<file path="config.mk">
export PLATFORM = sky130hd
export DESIGN_NAME = epoch_history_table
export DESIGN_NICKNAME = d
export VERILOG_FILES = /design/src/hw/rtl/eht_pkg.sv /design/src/hw/rtl/eht_mem.sv /design/src/hw/rtl/eht_ctrl.sv /design/src/hw/rtl/epoch_history_table.sv
export SDC_FILE = /design/constraint.sdc
export NUM_CORES = 2
export LEC_CHECK = 0
export BUFFER_PORTS_ARGS = -buffer_cell sky130_fd_sc_hd__buf_2
export CORE_MARGIN = 10
export CORE_UTILIZATION = 65
export DETAILED_ROUTE_END_ITERATION = 8
export PLACE_DENSITY = 0.82
export SLEW_MARGIN = 20
export SYNTH_ARGS = -nofsm -noshare
export SYNTH_HDL_FRONTEND = slang
export SYNTH_HIERARCHICAL = 1
export SYNTH_SLANG_ARGS = --single-unit
</file>
<file path="constraint.sdc">
create_clock -name clock -period 25 [get_ports clock]
set_clock_uncertainty 0.2 [all_clocks]
set_input_delay 0 -clock clock [delete_from_list [all_inputs] [get_ports clock]]
set_output_delay 0 -clock clock [all_outputs]
set_load 0.02 [all_outputs]
</file>
<file path="src/hw/rtl/eht_pkg.sv">
// eht_pkg: shared types, constants and slot arithmetic for the epoch history table
// used by eht_mem, eht_ctrl and epoch_history_table; depends on nothing else
package eht_pkg;

   localparam int DEPTH = 16;
   localparam int IDX_W = (DEPTH > 1) ? $clog2(DEPTH) : 1;
   localparam int CNT_W = $clog2(DEPTH + 1);
   localparam int CFG_W = 5;
   localparam int VAL_W = 64;

   typedef logic [IDX_W-1:0] idx_type;
   typedef logic [CNT_W-1:0] cnt_type;

   localparam logic [CFG_W-1:0] MAX_ENTRIES_RESET = CFG_W'(16);

   // opcodes
   localparam logic [1:0] OP_ADD    = 2'd0;
   localparam logic [1:0] OP_TRIM   = 2'd1;
   localparam logic [1:0] OP_LOOKUP = 2'd2;

   // result status codes
   localparam logic [1:0] STAT_OK        = 2'd0;
   localparam logic [1:0] STAT_MISORDER  = 2'd1;
   localparam logic [1:0] STAT_NOT_FOUND = 2'd2;

   typedef struct packed {
      logic [1:0]       opcode;
      logic [VAL_W-1:0] epoch_value;
      logic [VAL_W-1:0] sequence_value;
   } req_type;

   typedef struct packed {
      logic [1:0]       status;
      logic [VAL_W-1:0] found_epoch;
   } rsp_type;

   typedef struct packed {
      logic [VAL_W-1:0] epoch;
      logic [VAL_W-1:0] first_seq;
   } entry_type;

   typedef struct packed {
      logic      rd_en;
      idx_type   rd_addr;
      logic      wr_en;
      idx_type   wr_addr;
      entry_type wr_data;
   } mem_req_type;

   // ring slot that lies off places after base; base < DEPTH, off <= DEPTH
   function automatic idx_type slot_add(idx_type base, cnt_type off);
      logic [CNT_W:0] sum;
      sum = (CNT_W+1)'(base) + (CNT_W+1)'(off);
      if (sum >= (CNT_W+1)'(DEPTH)) begin
         sum = sum - (CNT_W+1)'(DEPTH);
      end
      return sum[IDX_W-1:0];
   endfunction

endpackage

</file>
<file path="src/hw/rtl/eht_mem.sv">
// eht_mem: entry storage of the history table, one write and one registered read port
// depends on eht_pkg for the entry and request types
module eht_mem (
   input  logic                 clock,
   input  eht_pkg::mem_req_type mem_req,
   output eht_pkg::entry_type   rd_data
);

   eht_pkg::entry_type mem_array [eht_pkg::DEPTH];
   eht_pkg::entry_type rd_data_ff;

   always_ff @(posedge clock) begin
      if (mem_req.wr_en) begin
         mem_array[mem_req.wr_addr] <= mem_req.wr_data;
      end
   end

   always_ff @(posedge clock) begin
      if (mem_req.rd_en) begin
         rd_data_ff <= mem_array[mem_req.rd_addr];
      end
   end

   assign rd_data = rd_data_ff;

endmodule

</file>
<file path="src/hw/rtl/eht_ctrl.sv">
// eht_ctrl: sequencer for add, trim and lookup over the entry memory, ring pointers
// depends on eht_pkg; drives eht_mem through a mem_req_type struct
module eht_ctrl (
   input  logic                     clock,
   input  logic                     reset,
   input  logic                     req_valid,
   output logic                     req_ready,
   input  eht_pkg::req_type         req_data,
   input  logic [eht_pkg::CFG_W-1:0] max_entries,
   output logic                     res_valid,
   input  logic                     res_ready,
   output eht_pkg::rsp_type         res_data,
   output eht_pkg::mem_req_type     mem_req,
   input  eht_pkg::entry_type       rd_data
);

   typedef enum logic [4:0] {
      ST_IDLE      = 5'b00001,
      ST_ADD_CHK   = 5'b00010,
      ST_TRIM_CHK  = 5'b00100,
      ST_LOOK_CHK  = 5'b01000,
      ST_RESP      = 5'b10000
   } state_type;

   state_type                     state_ff, state_in;
   eht_pkg::idx_type              oldest_ff, oldest_in;
   eht_pkg::cnt_type              count_ff, count_in;
   logic [eht_pkg::VAL_W-1:0]     epoch_ff, epoch_in;
   logic [eht_pkg::VAL_W-1:0]     seq_ff, seq_in;
   eht_pkg::cnt_type              lo_ff, lo_in;
   eht_pkg::cnt_type              hi_ff, hi_in;
   eht_pkg::idx_type              mid_ff, mid_in;
   eht_pkg::rsp_type              res_ff, res_in;
   eht_pkg::cnt_type              limit;

   // limit clamped to 1..DEPTH
   always_comb begin
      if (max_entries == '0) begin
         limit = eht_pkg::CNT_W'(1);
      end else if (32'(max_entries) > eht_pkg::DEPTH) begin
         limit = eht_pkg::CNT_W'(eht_pkg::DEPTH);
      end else begin
         limit = eht_pkg::CNT_W'(max_entries);
      end
   end

   always_comb begin
      logic                  add_ok;
      eht_pkg::cnt_type      keep;
      eht_pkg::idx_type      oldest_new;
      eht_pkg::cnt_type      lo_new;
      eht_pkg::cnt_type      hi_new;
      logic [eht_pkg::CNT_W:0] mid_sum;

      state_in   = state_ff;
      oldest_in  = oldest_ff;
      count_in   = count_ff;
      epoch_in   = epoch_ff;
      seq_in     = seq_ff;
      lo_in      = lo_ff;
      hi_in      = hi_ff;
      mid_in     = mid_ff;
      res_in     = res_ff;
      mem_req    = '0;
      res_valid  = 1'b0;
      add_ok     = 1'b0;
      keep       = count_ff;
      oldest_new = oldest_ff;
      lo_new     = lo_ff;
      hi_new     = hi_ff;
      mid_sum    = '0;

      unique case (state_ff)
         ST_IDLE: begin
            if (req_valid) begin
               epoch_in = req_data.epoch_value;
               seq_in   = req_data.sequence_value;
               res_in   = '0;
               unique case (req_data.opcode)
                  eht_pkg::OP_ADD: begin
                     // fetch the newest entry for the order check
                     mem_req.rd_en   = 1'b1;
                     mem_req.rd_addr = eht_pkg::slot_add(oldest_ff,
                        (count_ff == '0) ? '0 : count_ff - eht_pkg::CNT_W'(1));
                     state_in = ST_ADD_CHK;
                  end
                  eht_pkg::OP_TRIM: begin
                     mem_req.rd_en   = 1'b1;
                     mem_req.rd_addr = oldest_ff;
                     state_in = ST_TRIM_CHK;
                  end
                  eht_pkg::OP_LOOKUP: begin
                     res_in.status   = eht_pkg::STAT_NOT_FOUND;
                     lo_in           = '0;
                     hi_in           = count_ff;
                     mid_in          = eht_pkg::IDX_W'(count_ff >> 1);
                     mem_req.rd_en   = 1'b1;
                     mem_req.rd_addr = eht_pkg::slot_add(oldest_ff,
                        eht_pkg::CNT_W'(count_ff >> 1));
                     state_in = (count_ff == '0) ? ST_RESP : ST_LOOK_CHK;
                  end
                  default: begin
                     state_in = ST_RESP;
                  end
               endcase
            end
         end

         ST_ADD_CHK: begin
            add_ok = (count_ff == '0) ||
                     ((epoch_ff > rd_data.epoch) && (seq_ff > rd_data.first_seq));
            if (add_ok) begin
               // evict down to limit-1 entries in one step
               if (count_ff >= limit) begin
                  keep       = limit - eht_pkg::CNT_W'(1);
                  oldest_new = eht_pkg::slot_add(oldest_ff, count_ff - keep);
               end
               mem_req.wr_en         = 1'b1;
               mem_req.wr_addr       = eht_pkg::slot_add(oldest_new, keep);
               mem_req.wr_data.epoch = epoch_ff;
               mem_req.wr_data.first_seq = seq_ff;
               oldest_in = oldest_new;
               count_in  = keep + eht_pkg::CNT_W'(1);
            end else begin
               res_in.status = eht_pkg::STAT_MISORDER;
            end
            state_in = ST_RESP;
         end

         ST_TRIM_CHK: begin
            if ((count_ff != '0) && (rd_data.epoch < epoch_ff)) begin
               // pop one and fetch the next oldest in the same cycle
               oldest_new      = eht_pkg::slot_add(oldest_ff, eht_pkg::CNT_W'(1));
               oldest_in       = oldest_new;
               count_in        = count_ff - eht_pkg::CNT_W'(1);
               mem_req.rd_en   = 1'b1;
               mem_req.rd_addr = oldest_new;
            end else begin
               state_in = ST_RESP;
            end
         end

         ST_LOOK_CHK: begin
            // first sequences rise from oldest to newest, so bisect
            if (rd_data.first_seq <= seq_ff) begin
               lo_new             = eht_pkg::CNT_W'(mid_ff) + eht_pkg::CNT_W'(1);
               res_in.status      = eht_pkg::STAT_OK;
               res_in.found_epoch = rd_data.epoch;
            end else begin
               hi_new = eht_pkg::CNT_W'(mid_ff);
            end
            lo_in   = lo_new;
            hi_in   = hi_new;
            mid_sum = ((eht_pkg::CNT_W+1)'(lo_new) + (eht_pkg::CNT_W+1)'(hi_new)) >> 1;
            if (lo_new < hi_new) begin
               mid_in          = mid_sum[eht_pkg::IDX_W-1:0];
               mem_req.rd_en   = 1'b1;
               mem_req.rd_addr = eht_pkg::slot_add(oldest_ff,
                  mid_sum[eht_pkg::CNT_W-1:0]);
            end else begin
               state_in = ST_RESP;
            end
         end

         ST_RESP: begin
            res_valid = 1'b1;
            if (res_ready) begin
               state_in = ST_IDLE;
            end
         end

         default: begin
            state_in = ST_IDLE;
         end
      endcase
   end

   always_ff @(posedge clock) begin
      if (reset) begin
         state_ff  <= ST_IDLE;
         oldest_ff <= '0;
         count_ff  <= '0;
      end else begin
         state_ff  <= state_in;
         oldest_ff <= oldest_in;
         count_ff  <= count_in;
      end
   end

   always_ff @(posedge clock) begin
      epoch_ff <= epoch_in;
      seq_ff   <= seq_in;
      lo_ff    <= lo_in;
      hi_ff    <= hi_in;
      mid_ff   <= mid_in;
      res_ff   <= res_in;
   end

   assign req_ready = (state_ff == ST_IDLE);
   assign res_data  = res_ff;

`ifndef NO_ASSERTIONS
   a_count_bound: assert property (@(posedge clock) disable iff (reset)
      count_ff <= eht_pkg::CNT_W'(eht_pkg::DEPTH))
      else $error("entry count beyond table depth");

   a_write_only_on_add: assert property (@(posedge clock) disable iff (reset)
      mem_req.wr_en |-> (state_ff == ST_ADD_CHK))
      else $error("memory write outside add check");

   a_count_grows_on_add: assert property (@(posedge clock) disable iff (reset)
      (state_ff != ST_ADD_CHK) |=> (count_ff <= $past(count_ff)))
      else $error("entry count grew outside an add");

   a_search_window: assert property (@(posedge clock) disable iff (reset)
      (state_ff == ST_LOOK_CHK) |-> ((lo_ff < hi_ff) && (hi_ff <= count_ff) &&
                                     (eht_pkg::CNT_W'(mid_ff) < hi_ff)))
      else $error("lookup probe outside search window");

   a_busy_after_transfer: assert property (@(posedge clock) disable iff (reset)
      (req_valid && req_ready) |=> (state_ff != ST_IDLE))
      else $error("sequencer idle right after a request transfer");
`endif

endmodule

</file>
<file path="src/hw/rtl/epoch_history_table.sv">
// epoch_history_table: top level with config register, output register and instances
// depends on eht_pkg, eht_mem and eht_ctrl

// Bounded history of (epoch, first sequence) pairs held in a ring of DEPTH entries in a
// synchronous memory with one write and one registered read port; one item is worked at
// a time. Between the request transfer and the result in the output register, add reads
// the newest entry and checks it, trim reads and drops the oldest entry one step at a
// time, and lookup makes one bisection probe per step (at most clog2(DEPTH)+1 probes);
// a lookup on an empty table goes straight to the result. A new request is taken as
// soon as the previous result has moved into the output register. Writes to
// max_entries take effect on the next add; a limit of 0 acts as 1 and values above
// DEPTH act as DEPTH. After reset the table is empty and needs no clearing pass.
module epoch_history_table (
   input  logic                      clock,
   input  logic                      reset,
   input  logic                      req_valid,
   output logic                      req_ready,
   input  eht_pkg::req_type          req_data,
   output logic                      rsp_valid,
   input  logic                      rsp_ready,
   output eht_pkg::rsp_type          rsp_data,
   input  logic                      csr_wr_en,
   input  logic [eht_pkg::CFG_W-1:0] csr_wr_data
);

   logic [eht_pkg::CFG_W-1:0] max_entries_ff, max_entries_in;
   logic                      rsp_valid_ff, rsp_valid_in;
   eht_pkg::rsp_type          rsp_data_ff, rsp_data_in;

   logic                 res_valid;
   logic                 res_ready;
   eht_pkg::rsp_type     res_data;
   eht_pkg::mem_req_type mem_req;
   eht_pkg::entry_type   rd_data;

   eht_mem u_mem (
      .clock   (clock),
      .mem_req (mem_req),
      .rd_data (rd_data)
   );

   eht_ctrl u_ctrl (
      .clock       (clock),
      .reset       (reset),
      .req_valid   (req_valid),
      .req_ready   (req_ready),
      .req_data    (req_data),
      .max_entries (max_entries_ff),
      .res_valid   (res_valid),
      .res_ready   (res_ready),
      .res_data    (res_data),
      .mem_req     (mem_req),
      .rd_data     (rd_data)
   );

   // output slot frees when empty or when its transfer happens this cycle
   assign res_ready = !rsp_valid_ff || rsp_ready;

   always_comb begin
      max_entries_in = csr_wr_en ? csr_wr_data : max_entries_ff;
      rsp_valid_in   = rsp_valid_ff;
      rsp_data_in    = rsp_data_ff;
      if (res_valid && res_ready) begin
         rsp_valid_in = 1'b1;
         rsp_data_in  = res_data;
      end else if (rsp_ready) begin
         rsp_valid_in = 1'b0;
      end
   end

   always_ff @(posedge clock) begin
      if (reset) begin
         max_entries_ff <= eht_pkg::MAX_ENTRIES_RESET;
         rsp_valid_ff   <= 1'b0;
      end else begin
         max_entries_ff <= max_entries_in;
         rsp_valid_ff   <= rsp_valid_in;
      end
   end

   always_ff @(posedge clock) begin
      rsp_data_ff <= rsp_data_in;
   end

   assign rsp_valid = rsp_valid_ff;
   assign rsp_data  = rsp_data_ff;

endmodule

</file>
==> impl_metrics.json <==
{
  "synth_area_per_cell_um2": 20.5,
  "ant_nets": 0,
  "clk-insertion-delay-late_ns": 0.87,
  "timing_max_transition_violations_final": 0,
  "ctsLongestPathBuffers": 3,
  "std_cell_rows": 141,
  "grt_start_max_net_pins": 129,
  "ys.warnings.count": 6,
  "post_synth_mux_area_share_pct": 12.2,
  "max_slew.worst_pin.slew_ns": 1.22,
  "critPathTopFamily": "simple AND/OR/NAND/NOR gates",
  "synthXorXnorAreaFrac_pct": 0.233,
  "worst_hold_path.num_cells": 5,
  "yosys_most_used_dff": "sky130_fd_sc_hd__edfxtp_1",
  "synth.distinct_cells": 65,
  "rsz0062_at_grt": "false",
  "met2_wirelength_mm": 129,
  "proportion_of_layout_cells_with_a_drive_suffix_above_1_pct": 20.5,
  "timing.max_cap.violations": 0,
  "routed_wl_mm": 260,
  "synth_adder_area_share_pct": 2.19,
  "grt_util_all_layers_pct": 31.9,
  "initial_antenna_violation_count": 5,
  "ys_seq_elements": 2470,
  "critPathBufInv": 7,
  "mappedNetlistNets": 4997,
  "cp_max_fo": 127,
  "die_outline_width_um": 405,
  "cp.depth": 24,
  "portBuffers": 207,
  "ys_async_sr_fraction_pct": 0,
  "clk_pin_slew_ns": 0.07,
  "critical_path.startpoint_type": "register",
  "irDropWorstVdd_uv": 72.0,
  "core_area_um2": 147000,
  "synth.yosys.seq_area_share_pct": 76.9,
  "initial_utilization_pct": 65.2,
  "floorplan.io_pins": 208,
  "cts_tree": "yes",
  "post-synth-top-area-fraction_pct": 76.5,
  "worst_ep_required_time_ns": 25.46,
  "final_period_minus_worst_setup_slack_ns": 11.09,
  "setup_viol": 0,
  "crit_slowest_cell": "sky130_fd_sc_hd__nor4_1",
  "avgViaCountPerCell": 7.07,
  "m1WireLength_mm": 83.4,
  "detailed_place_hpwl_mm": 118,
  "routedWlPerCell_um": 35.2,
  "fmax_mhz": 90.1,
  "holdCritPathClass": "input port to register",
  "post-synth-top-area-cell": "sky130_fd_sc_hd__edfxtp_1",
  "numClockSinks": 2470,
  "timing.critical_path.slowest_cell_delay_ns": 0.95,
  "cts-buffers-inserted": 226,
  "critical_path_arrival_ns": 11.55,
  "finalHoldViolations": 0,
  "root_cell_of_the_clock_tree": "sky130_fd_sc_hd__clkbuf_16",
  "critPathKind": "register to register",
  "leakage_uw": 0.0373,
  "postLayoutCoreUtil_pct": 74.3,
  "rr_worst_depth": 24,
  "setup_tns_ns": 0,
  "synth_compound_gate_area_share_pct": 3.54,
  "power_per_cell_area_nw_per_um2": 77.1,
  "detailedRoute.firstIterationViolations": 8473,
  "fp.dieH_um": 405,
  "synth_top_family_by_area": "multiplexers",
  "status": "complete, no violations",
  "count_of_tritonroute_iterations_in_the_first_routing_pass": 8,
  "vias": 52295,
  "grt_pass1_wl_mm": 377,
  "fraction_of_the_cycle_the_final_worst_path_needs_pct": 44.4,
  "gp_congestion": 0.829,
  "num-fill-cells": 7453,
  "regToRegSetupSlack_ns": 13.91,
  "syn-cell-area_um2": 96200,
  "synth_edf_count": 2450,
  "synth_simple_gate_area_share_pct": 3.16,
  "met3RoutedLength_mm": 32.6,
  "cells_along_the_critical_path": "ha_1 -> nand4_1 -> nor4_1 -> nand3_1 -> a31oi_1 -> nor4_1 -> buf_4 -> nor2_2 -> mux2i_1 -> inv_1 -> ha_1 -> inv_1 -> nand3_1 -> nor2_1 -> nor3_1 -> o311ai_2 -> buf_4 -> o221ai_4 -> buf_4 -> buf_12 -> buf_4 -> and2_1 -> a22oi_1 -> nand2_1",
  "cts_setup_buffers": 0,
  "maxSlewHeadroom_pct": 18.9,
  "globalRoute.totalOverflow": 0,
  "crit_path_end_kind": "register",
  "fin_nets": 5588,
  "synthTopCellsByArea": "sky130_fd_sc_hd__edfxtp_1, sky130_fd_sc_hd__mux4_2, sky130_fd_sc_hd__ha_1",
  "number_of_global_route_vias_before_repair": 54656,
  "htreeDepth": 4,
  "area_delta_synth_final_pct": 13.9,
  "count_of_mapped_cells_out_of_synthesis": 4692,
  "die_ar_um2": 164000,
  "drcViolationCount": 0,
  "critical_path.most_common_cell": "sky130_fd_sc_hd__buf_4",
  "route.top_layer_used": "met5"
}
-- synthesized netlist by cell type (3+ instances only) --
library cell / n
sky130_fd_sc_hd__edfxtp_1: 2450
sky130_fd_sc_hd__mux4_2: 476
sky130_fd_sc_hd__a22oi_1: 222
sky130_fd_sc_hd__and2_1: 201
sky130_fd_sc_hd__nand2_1: 177
sky130_fd_sc_hd__inv_1: 161
sky130_fd_sc_hd__ha_1: 159
sky130_fd_sc_hd__clkbuf_1: 115
sky130_fd_sc_hd__mux2i_1: 99
sky130_fd_sc_hd__a21oi_1: 89
sky130_fd_sc_hd__nor2_1: 69
sky130_fd_sc_hd__buf_2: 51
sky130_fd_sc_hd__o21ai_0: 42
sky130_fd_sc_hd__a211oi_1: 26
sky130_fd_sc_hd__a21o_1: 26
sky130_fd_sc_hd__nand3_1: 26
sky130_fd_sc_hd__nand4_1: 24
sky130_fd_sc_hd__nor3_1: 23
sky130_fd_sc_hd__o22ai_1: 23
sky130_fd_sc_hd__buf_6: 22
sky130_fd_sc_hd__o211ai_1: 22
sky130_fd_sc_hd__dfxtp_1: 20
sky130_fd_sc_hd__nor2b_1: 17
sky130_fd_sc_hd__xor2_1: 13
sky130_fd_sc_hd__nand2b_1: 11
sky130_fd_sc_hd__xnor2_1: 10
sky130_fd_sc_hd__buf_4: 9
sky130_fd_sc_hd__a221oi_1: 8
sky130_fd_sc_hd__nor4_1: 8
sky130_fd_sc_hd__buf_1: 7
sky130_fd_sc_hd__nand3b_1: 7
sky130_fd_sc_hd__or3_1: 7
sky130_fd_sc_hd__clkbuf_2: 6
sky130_fd_sc_hd__fa_1: 6
sky130_fd_sc_hd__nor3b_1: 5
sky130_fd_sc_hd__buf_8: 4
sky130_fd_sc_hd__o21a_1: 4
sky130_fd_sc_hd__o221ai_1: 4
sky130_fd_sc_hd__a31oi_1: 3
sky130_fd_sc_hd__and3_1: 3
sky130_fd_sc_hd__nor2_2: 3
sky130_fd_sc_hd__o21ai_1: 3
sky130_fd_sc_hd__o221a_2: 3
sky130_fd_sc_hd__o31ai_1: 3
-- worst min-delay path: stages --
cell and delay, ns:
sky130_fd_sc_hd__dlygate4sd3_1 0.56, sky130_fd_sc_hd__buf_2 0.17, sky130_fd_sc_hd__o211ai_1 0.09, sky130_fd_sc_hd__nand2_1 0.05, sky130_fd_sc_hd__and4_1 0.20
-- power by group --
group          total (µW)  internal [µW]  switching (µW)
sequential           4630           4580            47.4
combinational         432            171             260
clock                3390           1850            1540
total                8450           6600            1850
-- worst paths after layout --
check | start | to
hold reg to reg | u_ctrl/res_data[55] | rsp_data[55]
setup reg to reg | u_mem/rd_data[44] | u_mem/rd_data[50]
hold / removal | req_data[129] | u_ctrl/state_ff[4]
setup / recovery | u_mem/rd_data[44] | u_mem/rd_data[50]
-- sequential cells by signal (all words and copies together), names as in the netlist, 64 cells and up --
register	cells
rsp_data	66
u_mem/rd_data	128
u_ctrl/epoch_ff	64
u_mem/mem_array	2048
u_ctrl/res_data	66
u_ctrl/seq_ff	64
-- placed cells by master, fill, tap and decap left out, types with 25 or more instances in the layout --
cell type                       count
sky130_fd_sc_hd__clkbuf_16        227
sky130_fd_sc_hd__a21oi_1           89
sky130_fd_sc_hd__inv_1            160
sky130_fd_sc_hd__edfxtp_1        2450
sky130_fd_sc_hd__mux4_2           476
sky130_fd_sc_hd__a21o_1            26
sky130_fd_sc_hd__a22oi_1          222
sky130_fd_sc_hd__clkinv_1          50
sky130_fd_sc_hd__mux2i_1           99
sky130_fd_sc_hd__dlygate4sd3_1    288
sky130_fd_sc_hd__o21ai_0           41
sky130_fd_sc_hd__and2_1           199
sky130_fd_sc_hd__nand3_1           25
sky130_fd_sc_hd__nand2_1          176
sky130_fd_sc_hd__buf_2            207
sky130_fd_sc_hd__buf_4             68
sky130_fd_sc_hd__clkinv_2          39
sky130_fd_sc_hd__a211oi_1          26
sky130_fd_sc_hd__nor2_1            55
sky130_fd_sc_hd__clkbuf_1          50
sky130_fd_sc_hd__ha_1             159
-- final cells by class --
| cell class | count | area (µm²) | share of cell area (%) |
|---|---|---|---|
| antenna | 6 | 15.0 | 0.0137 |
| clock buffer | 277 | 5870 | 5.35 |
| clock inverter | 132 | 1250 | 1.14 |
| inverter | 162 | 613 | 0.559 |
| multi-input combinational | 1846 | 20700 | 18.9 |
| sequential | 2470 | 74000 | 67.5 |
| tap | 1930 | 2410 | 2.20 |
| timing repair buffer | 577 | 4720 | 4.30 |
-- cell families (layout without fill, tap and decap cells) --
group                      after synthesis  count (layout)
AOI/OAI and AO/OA                      494             494
DFF                                   2470            2470
muxes                                  575             575
buffers and inverters                  376            1148
and+or+nand+nor                        588             588
other                                    0               6
adders and majority gates              165             165
xor gates and xnor gates                24              24
-- per-layer routing --
layer	vias up	global-route usage (%)
li1	20331	-
met1	26370	40.3
met2	4574	52.0
met3	1018	7.35
met4	2	17.1
met5	-	0
-- stage by stage --
step | hold slack (ns) | area, µm² | worst slack (ns) | power, µW | cells
2_1_floorplan | -0.131 | 96200 | 11.57 | 4940 | 4692
3_3_place_gp | -0.0238 | 99500 | 14.41 | 5060 | 6695
3_5_place_dp | -0.0219 | 99500 | 14.26 | 5080 | 6695
4_1_cts | 0.0422 | 110000 | 14.11 | 8430 | 7392
5_1_grt | 0.118 | 110000 | 13.42 | 8640 | 7395
6_report | 0.103 | 110000 | 13.91 | 8450 | 7400
-- repair_timing --
action / in CTS / in global routing
setup endpoints to repair: 0 / 0
resized for setup: 0 / 0
hold buffers: 288 / 0
hold endpoints to repair: 225 / 0
Note: power is estimated with default switching activity, not from simulation.
